**src/sv/kst_pkg.sv**
```systemverilog
// kst_pkg: shared types and constants for the keyed slot table
// request and status codes, table geometry and the result struct
// no dependencies
package kst_pkg;

  localparam int unsigned SLOT_COUNT = 128;
  localparam int unsigned SLOT_W     = (SLOT_COUNT > 1) ? $clog2(SLOT_COUNT) : 1;
  localparam int unsigned CNT_W      = $clog2(SLOT_COUNT + 1);
  localparam int unsigned KEY_W      = 32;
  localparam int unsigned REQ_W      = 2;
  localparam int unsigned STATUS_W   = 3;
  localparam int unsigned IDX_OUT_W  = 7;

  typedef enum logic [REQ_W-1:0] {
    REQ_ADD  = 2'd0,
    REQ_DEL  = 2'd1,
    REQ_FIND = 2'd2
  } req_e;

  typedef enum logic [STATUS_W-1:0] {
    ST_ADDED    = 3'd0,
    ST_PRESENT  = 3'd1,
    ST_FULL     = 3'd2,
    ST_DELETED  = 3'd3,
    ST_NOTFOUND = 3'd4,
    ST_FOUND    = 3'd5
  } status_e;

  typedef struct packed {
    status_e              status;
    logic [IDX_OUT_W-1:0] slot_index;
  } res_t;

endpackage

```
**src/sv/kst_ram.sv**
```systemverilog
// kst_ram: generic single-write, single-read RAM with registered read data
// no dependencies
module kst_ram #(
  parameter int unsigned WIDTH = 32,
  parameter int unsigned DEPTH = 128,
  parameter int unsigned ADDR_W = (DEPTH > 1) ? $clog2(DEPTH) : 1
) (
  input  logic              clk_i,
  input  logic              wr_en_i,
  input  logic [ADDR_W-1:0] wr_addr_i,
  input  logic [WIDTH-1:0]  wr_data_i,
  input  logic [ADDR_W-1:0] rd_addr_i,
  output logic [WIDTH-1:0]  rd_data_o
);

  logic [WIDTH-1:0] mem_q [DEPTH];

  always_ff @(posedge clk_i) begin
    if (wr_en_i) begin
      mem_q[wr_addr_i] <= wr_data_i;
    end
    rd_data_o <= mem_q[rd_addr_i];
  end

endmodule

```
**src/sv/kst_scan.sv**
```systemverilog
// kst_scan: sequencer and shared key comparator that sweep the slots for one item
// holds the valid bits and drives the key RAM ports; uses kst_pkg
module kst_scan (
  input  logic                        clk_i,
  input  logic                        rst_ni,
  input  logic                        in_valid_i,
  output logic                        in_stall_o,
  input  logic [kst_pkg::REQ_W-1:0]   req_type_i,
  input  logic [kst_pkg::KEY_W-1:0]   item_key_i,
  output logic                        res_valid_o,
  input  logic                        res_ready_i,
  output kst_pkg::res_t               res_o,
  output logic [kst_pkg::SLOT_W-1:0]  ram_rd_addr_o,
  input  logic [kst_pkg::KEY_W-1:0]   ram_rd_data_i,
  output logic                        ram_wr_en_o,
  output logic [kst_pkg::SLOT_W-1:0]  ram_wr_addr_o,
  output logic [kst_pkg::KEY_W-1:0]   ram_wr_data_o
);
  import kst_pkg::*;

  typedef enum logic [2:0] {
    S_IDLE  = 3'b001,
    S_SWEEP = 3'b010,
    S_DONE  = 3'b100
  } state_e;

  state_e              state_q, state_d;
  logic [CNT_W-1:0]    cnt_q, cnt_d;
  logic                cmp_vld_q, cmp_vld_d;
  logic [SLOT_W-1:0]   cmp_idx_q, cmp_idx_d;
  req_e                req_q;
  logic [KEY_W-1:0]    key_q;
  logic                hit_q, hit_d;
  logic [SLOT_W-1:0]   match_idx_q, match_idx_d;
  logic                free_q, free_d;
  logic [SLOT_W-1:0]   free_idx_q, free_idx_d;
  logic [SLOT_COUNT-1:0] valid_q, valid_d;
  logic                accept;
  logic                sweep_end;
  logic                cmp_hit;
  logic                cmp_free;
  logic                res_fire;
  logic                set_valid;
  logic                clr_valid;

  assign accept    = (state_q == S_IDLE) && in_valid_i;
  assign in_stall_o = (state_q != S_IDLE);
  assign sweep_end = (cnt_q == CNT_W'(SLOT_COUNT));
  assign cmp_hit   = cmp_vld_q && valid_q[cmp_idx_q] && (ram_rd_data_i == key_q);
  assign cmp_free  = cmp_vld_q && !valid_q[cmp_idx_q];
  assign res_valid_o = (state_q == S_DONE);
  assign res_fire  = res_valid_o && res_ready_i;
  assign ram_rd_addr_o = cnt_q[SLOT_W-1:0];
  assign ram_wr_addr_o = free_idx_q;
  assign ram_wr_data_o = key_q;

  always_comb begin
    res_o.status     = ST_NOTFOUND;
    res_o.slot_index = '0;
    set_valid        = 1'b0;
    clr_valid        = 1'b0;
    case (req_q)
      REQ_ADD: begin
        if (hit_q) begin
          res_o.status     = ST_PRESENT;
          res_o.slot_index = IDX_OUT_W'(match_idx_q);
        end else if (free_q) begin
          res_o.status     = ST_ADDED;
          res_o.slot_index = IDX_OUT_W'(free_idx_q);
          set_valid        = 1'b1;
        end else begin
          res_o.status     = ST_FULL;
        end
      end
      REQ_DEL: begin
        if (hit_q) begin
          res_o.status     = ST_DELETED;
          res_o.slot_index = IDX_OUT_W'(match_idx_q);
          clr_valid        = 1'b1;
        end
      end
      REQ_FIND: begin
        if (hit_q) begin
          res_o.status     = ST_FOUND;
          res_o.slot_index = IDX_OUT_W'(match_idx_q);
        end
      end
      default: begin
        res_o.status     = ST_NOTFOUND;
      end
    endcase
  end

  assign ram_wr_en_o = res_fire && set_valid;

  always_comb begin
    state_d     = state_q;
    cnt_d       = cnt_q;
    cmp_vld_d   = 1'b0;
    cmp_idx_d   = cmp_idx_q;
    hit_d       = hit_q;
    match_idx_d = match_idx_q;
    free_d      = free_q;
    free_idx_d  = free_idx_q;
    valid_d     = valid_q;
    case (state_q)
      S_IDLE: begin
        if (accept) begin
          state_d = S_SWEEP;
          cnt_d   = '0;
          hit_d   = 1'b0;
          free_d  = 1'b0;
        end
      end
      S_SWEEP: begin
        if (cmp_hit && !hit_q) begin
          hit_d       = 1'b1;
          match_idx_d = cmp_idx_q;
        end
        if (cmp_free && !free_q) begin
          free_d      = 1'b1;
          free_idx_d  = cmp_idx_q;
        end
        if (sweep_end) begin
          state_d = S_DONE;
        end else begin
          cmp_vld_d = 1'b1;
          cmp_idx_d = cnt_q[SLOT_W-1:0];
          cnt_d     = cnt_q + CNT_W'(1);
        end
      end
      S_DONE: begin
        if (res_fire) begin
          state_d = S_IDLE;
          if (set_valid) begin
            valid_d[free_idx_q] = 1'b1;
          end
          if (clr_valid) begin
            valid_d[match_idx_q] = 1'b0;
          end
        end
      end
      default: begin
        state_d = S_IDLE;
      end
    endcase
  end

  always_ff @(posedge clk_i or negedge rst_ni) begin
    if (!rst_ni) begin
      state_q   <= S_IDLE;
      cnt_q     <= '0;
      cmp_vld_q <= 1'b0;
      hit_q     <= 1'b0;
      free_q    <= 1'b0;
      valid_q   <= '0;
    end else begin
      state_q   <= state_d;
      cnt_q     <= cnt_d;
      cmp_vld_q <= cmp_vld_d;
      hit_q     <= hit_d;
      free_q    <= free_d;
      valid_q   <= valid_d;
    end
  end

  always_ff @(posedge clk_i) begin
    cmp_idx_q   <= cmp_idx_d;
    match_idx_q <= match_idx_d;
    free_idx_q  <= free_idx_d;
    if (accept) begin
      req_q <= req_e'(req_type_i);
      key_q <= item_key_i;
    end
  end

endmodule

```
**src/sv/keyed_slot_table_top.sv**
```systemverilog
// keyed_slot_table_top: slot table that adds, deletes and finds 32-bit keys
// instantiates kst_ram and kst_scan; uses kst_pkg
//
// Each item is a request (add, delete or find) on a table of SLOT_COUNT slots,
// and each item gives exactly one result item with a status and a slot index.
// For each item the block sweeps all SLOT_COUNT slots. A single key
// comparator reads the key RAM one slot per cycle. A further sweep step
// covers the registered read data of the last slot. Then the done state
// gives the result and updates the table, and the block returns to idle to
// take the next item. The valid bits are flip-flops cleared by reset, so the
// table is usable right after reset with no clearing pass. A finished result
// sits in an output register, so the next item is taken while that result is
// still stalled. If that result is still stalled when the next sweep ends,
// the new result waits in the done state until the output register frees.
module keyed_slot_table_top (
  input  logic                            clk_i,
  input  logic                            rst_ni,
  input  logic                            in_valid_i,
  output logic                            in_stall_o,
  input  logic [kst_pkg::REQ_W-1:0]       req_type_i,
  input  logic signed [kst_pkg::KEY_W-1:0] item_key_i,
  output logic                            out_valid_o,
  input  logic                            out_stall_i,
  output logic [kst_pkg::STATUS_W-1:0]    status_o,
  output logic [kst_pkg::IDX_OUT_W-1:0]   slot_index_o
);
  import kst_pkg::*;

  logic                res_valid;
  logic                res_ready;
  res_t                res;
  logic [SLOT_W-1:0]   ram_rd_addr;
  logic [KEY_W-1:0]    ram_rd_data;
  logic                ram_wr_en;
  logic [SLOT_W-1:0]   ram_wr_addr;
  logic [KEY_W-1:0]    ram_wr_data;
  logic                out_valid_q;
  res_t                out_res_q;

  kst_ram #(
    .WIDTH (KEY_W),
    .DEPTH (SLOT_COUNT)
  ) u_key_ram (
    .clk_i     (clk_i),
    .wr_en_i   (ram_wr_en),
    .wr_addr_i (ram_wr_addr),
    .wr_data_i (ram_wr_data),
    .rd_addr_i (ram_rd_addr),
    .rd_data_o (ram_rd_data)
  );

  kst_scan u_scan (
    .clk_i         (clk_i),
    .rst_ni        (rst_ni),
    .in_valid_i    (in_valid_i),
    .in_stall_o    (in_stall_o),
    .req_type_i    (req_type_i),
    .item_key_i    (item_key_i),
    .res_valid_o   (res_valid),
    .res_ready_i   (res_ready),
    .res_o         (res),
    .ram_rd_addr_o (ram_rd_addr),
    .ram_rd_data_i (ram_rd_data),
    .ram_wr_en_o   (ram_wr_en),
    .ram_wr_addr_o (ram_wr_addr),
    .ram_wr_data_o (ram_wr_data)
  );

  assign res_ready = !out_valid_q || !out_stall_i;

  always_ff @(posedge clk_i or negedge rst_ni) begin
    if (!rst_ni) begin
      out_valid_q <= 1'b0;
    end else if (res_ready) begin
      out_valid_q <= res_valid;
    end
  end

  always_ff @(posedge clk_i) begin
    if (res_valid && res_ready) begin
      out_res_q <= res;
    end
  end

  assign out_valid_o  = out_valid_q;
  assign status_o     = out_res_q.status;
  assign slot_index_o = out_res_q.slot_index;

endmodule

```
**config.mk**
```make
export PLATFORM = sky130hd
export DESIGN_NAME = keyed_slot_table_top
export DESIGN_NICKNAME = d
export VERILOG_FILES = /design/src/sv/kst_pkg.sv /design/src/sv/kst_ram.sv /design/src/sv/kst_scan.sv /design/src/sv/keyed_slot_table_top.sv
export SDC_FILE = /design/constraint.sdc
export NUM_CORES = 2
export LEC_CHECK = 0
export BUFFER_PORTS_ARGS = -buffer_cell sky130_fd_sc_hd__buf_2
export CAP_MARGIN = 20
export CORE_ASPECT_RATIO = 1.1
export CORE_MARGIN = 4
export CORE_UTILIZATION = 42
export DETAILED_ROUTE_END_ITERATION = 7
export HOLD_SLACK_MARGIN = 0.03
export PLACE_DENSITY = 0.67
export SLEW_MARGIN = 20
export SYNTH_ARGS = -nofsm -noshare
export SYNTH_HDL_FRONTEND = slang
export SYNTH_SLANG_ARGS = --single-unit
```
**constraint.sdc**
```tcl
create_clock -name clk_i -period 5.4 [get_ports clk_i]
set_input_delay 0.81 -clock clk_i [delete_from_list [all_inputs] [get_ports clk_i]]
set_output_delay 0.81 -clock clk_i [all_outputs]
set_load 0.03 [all_outputs]
```
==> impl_metrics.json <==
{
  "status": "complete, no violations",
  "mostFrequentLayoutCell": "sky130_fd_sc_hd__edfxtp_1",
  "worstPathRequired_ns": 6.27,
  "die_height_um": 666.8,
  "post_cts.resized_instances": 0,
  "fmax_ghz": 0.2294,
  "die-area_um2": 404600,
  "clk_root_buffer_cell": "sky130_fd_sc_hd__clkbuf_16",
  "cts_tree": "built",
  "synth.avg_cell_area_um2": 24.11,
  "ys.warnings.count": 0,
  "clock-sinks": 4336,
  "slew_headroom": 0.1508,
  "crit_path_max_incr_delay_ns": 0.89,
  "ir_drop_uv": 323.5,
  "grtUsageMet3": 0.05044,
  "worst_setup_path_start_kind": "flop",
  "synth_nets": 6914,
  "timing.final.crit_period_ns": 4.359,
  "edff_count_synth": 4161,
  "final_min_period_over_clock_period": 0.8072,
  "busiest_layer": "met2",
  "gp_congestion": 0.9275,
  "floorplan.die.width_um": 606.9,
  "drt-wirelength-per-cell_um": 34.80,
  "dominant_combinational_cell_family_by_area_after_synthesis": "multiplexers",
  "antenna_found_initial": 31,
  "mostFrequentLayoutCells": "sky130_fd_sc_hd__edfxtp_1 (4,161), sky130_fd_sc_hd__mux4_2 (1,286), sky130_fd_sc_hd__clkbuf_16 (414), sky130_fd_sc_hd__buf_4 (334), sky130_fd_sc_hd__dfrtp_1 (137)",
  "synthMuxAreaShare": 0.1817,
  "dominantRegCellSynth": "sky130_fd_sc_hd__edfxtp_1",
  "cp.arrival_ns": 5.23,
  "grt_first_pass_wirelength_mm": 633.4,
  "groute.layer.met1.usage": 0.2956,
  "h-tree-depth": 5,
  "worst_setup_hold_path_clk_slew_ns": 0.06,
  "boundaryPins": 50,
  "cpLargestDelayFamily": "multiplexers",
  "grtUsageTotal": 0.2212,
  "path_buf_inv": 3,
  "fill_cells": 30670,
  "tns_ns": 0,
  "report.power.total_mw": 82.10,
  "clk_path_buf_depth": 4,
  "drt_drc_violations_left": 0,
  "ys_ff_latch": 4336,
  "via_count": 80300,
  "area.growth.synth_to_final_pct": 14.34,
  "placed_cells_incl_taps": 12190,
  "placeableCoreArea_um2": 392300,
  "cp_max_fo": 28,
  "largest_clock_skew_in_the_final_design_ns": 0.07777,
  "synthAdderAreaFrac": 0.0001510,
  "worst_path_most_repeated_cell": "sky130_fd_sc_hd__mux4_2",
  "post_synth_xor_area_fraction": 0.001956,
  "timing_max_transition_violations_final": 0,
  "place_hpwl_mm": 258.8,
  "synth_simple_gate_area_share": 0.01131,
  "end_kind": "flop",
  "detailedRoute.firstPassIterationCount": 6,
  "share_of_cells_above_drive_strength_1": 0.3231,
  "cell_by_cell_trace_of_the_critical_path": "buf_16 -> buf_12 -> buf_4 -> mux4_2 -> mux4_2 -> mux2i_1 -> o22ai_1 -> or2_1",
  "drt-total-wl_mm": 452.5,
  "vias_per_cell": 6.177,
  "start_util": 0.4224,
  "worst_slew_pin_slew_ns": 1.272,
  "rsz0062_at_grt": "no",
  "placement_rows": 241,
  "p_leak_nw": 58.11,
  "critical_path.slowest_cell": "sky130_fd_sc_hd__dfrtp_4",
  "synth_cell_types": 64,
  "dr.first_iter.drc_count": 12040,
  "timing.final.setup_violations": 0,
  "hold_class": "in -> reg",
  "synthArstFlopShare": 0.03298,
  "met2_grt_util": 0.3522,
  "finalHoldWorstSlack_ns": 0.07136,
  "tritoncts_buffers": 410,
  "synth_compound_gate_area_share": 0.01414,
  "drv_cap": 0,
  "gr-total-overflow": 0,
  "power-per-cell-area_nw_per_um2": 433.4,
  "route.antenna.remaining_nets": 0,
  "port_buffer_cells": 49,
  "net_count_of_the_finished_layout": 7446,
  "clkLatencyLatePin_ns": 0.99,
  "syn-cell-area_um2": 165700,
  "synth-seq-area-share": 0.7795,
  "synthesis.instances": 6874,
  "first_global_vias": 80780,
  "pin_count_of_the_biggest_net_entering_global_routing": 129,
  "post_layout_nonfiller_instances": 13000,
  "timing.final.hold_violations": 0,
  "path_class": "reg -> reg"
}
==> logic make-up (layout without fill, tap and decap cells) <==
| kind of cell | Yosys count | in the layout |
|---|---|---|
| muxes | 1399 | 1399 |
| xor gates and xnor gates | 37 | 37 |
| AOI/OAI and AO/OA | 306 | 306 |
| and+or+nand+nor | 413 | 413 |
| buffers and inverters | 381 | 1250 |
| DFF | 4336 | 4336 |
| other | 0 | 33 |
| adders and majority gates | 2 | 2 |
==> metrics by stage <==
step / setup slack (ns) / area (µm²) / util
after detailed placement: 0.9171 / 176000 / 0.4485
after CTS: 0.8574 / 189300 / 0.4825
final: 1.041 / 189500 / 0.4829
after floorplan: 1.624 / 165700 / -
after global routing: 0.9295 / 189400 / 0.4828
after global placement: 0.7141 / 175500 / 0.4474
==> report_power, final <==
part           leakage, nW  internal, mW  switching (mW)
clock                 6.37          15.9            12.4
combinational         12.1          6.69            8.32
sequential            39.7          38.4           0.450
==> cells in the mapped netlist, drive strengths merged, types with 14 or more instances <==
cell type,instances,area (µm²)
nand3,22,110.1
o22a,41,359.1
a2bb2oi,89,779.5
o21ai,18,90.09
nand2,102,382.9
clkbuf,143,536.8
dfrtp,142,3553
a211oi,16,120.1
o22ai,43,269.0
nor2,175,656.9
buf,225,1267
xor2,30,262.8
or2,22,137.6
a21oi,35,175.2
nor3,21,105.1
dfxtp,32,640.6
mux4,1286,28960
mux2i,100,1001
edfxtp,4161,124900
a22oi,14,105.1
nor2b,16,100.1
==> timing repair <==
action,in CTS,in global routing
setup buffers,0,0
hold endpoints to repair,97,0
hold buffers,21,0
==> sequential cells by signal (all words and copies together) (netlist names) <==
name and count:
u_scan.ram_wr_data_o 32, status_o 3, u_scan.cmp_idx_q 7, u_scan.free_q 1, u_scan.match_idx_q 7, u_scan.state_q 3, out_valid_o 1, u_scan.req_q 2
u_scan.cmp_vld_q 1, u_scan.ram_wr_addr_o 7, u_scan.valid_q 128, u_key_ram.rd_data_o 32, slot_index_o 7, u_scan.hit_q 1, u_scan.cnt_q 8, u_key_ram.mem_q 4096
==> area by class of cell <==
| cell class | count | area [µm²] | area share |
|---|---|---|---|
| clock buffer | 531 | 10910 | 0.05758 |
| multi-input combinational | 2157 | 35740 | 0.1887 |
| inverter | 13 | 53.80 | 0.0002840 |
| sequential | 4336 | 129200 | 0.6819 |
| timing repair buffer | 488 | 4740 | 0.02502 |
| clock inverter | 218 | 2205 | 0.01164 |
| tap | 5224 | 6536 | 0.03450 |
| antenna | 33 | 82.58 | 0.0004359 |
==> worst paths after layout <==
path	startpoint	to	slack [ns]	cells past startpoint
max	u_scan.cnt_q[0]	u_key_ram.rd_data_o[24]	1.04	8
min	item_key_i[19]	u_scan.ram_wr_data_o[19]	0.07	1
max reg2reg	u_scan.cnt_q[0]	u_key_ram.rd_data_o[24]	1.04	8
min reg2reg	u_scan.valid_q[110]	u_scan.valid_q[110]	0.51	1
max in group asynchronous	rst_ni	u_scan.valid_q[99]	3.64	3
min in group asynchronous	rst_ni	u_scan.valid_q[30]	0.65	2
==> layer usage <==
metal	wire length, µm	share of wire
met1	163800	0.36
met2	218200	0.48
met3	48340	0.11
met4	22080	0.049
met5	57	0.00013
Note: power is estimated with default switching activity, not from simulation.
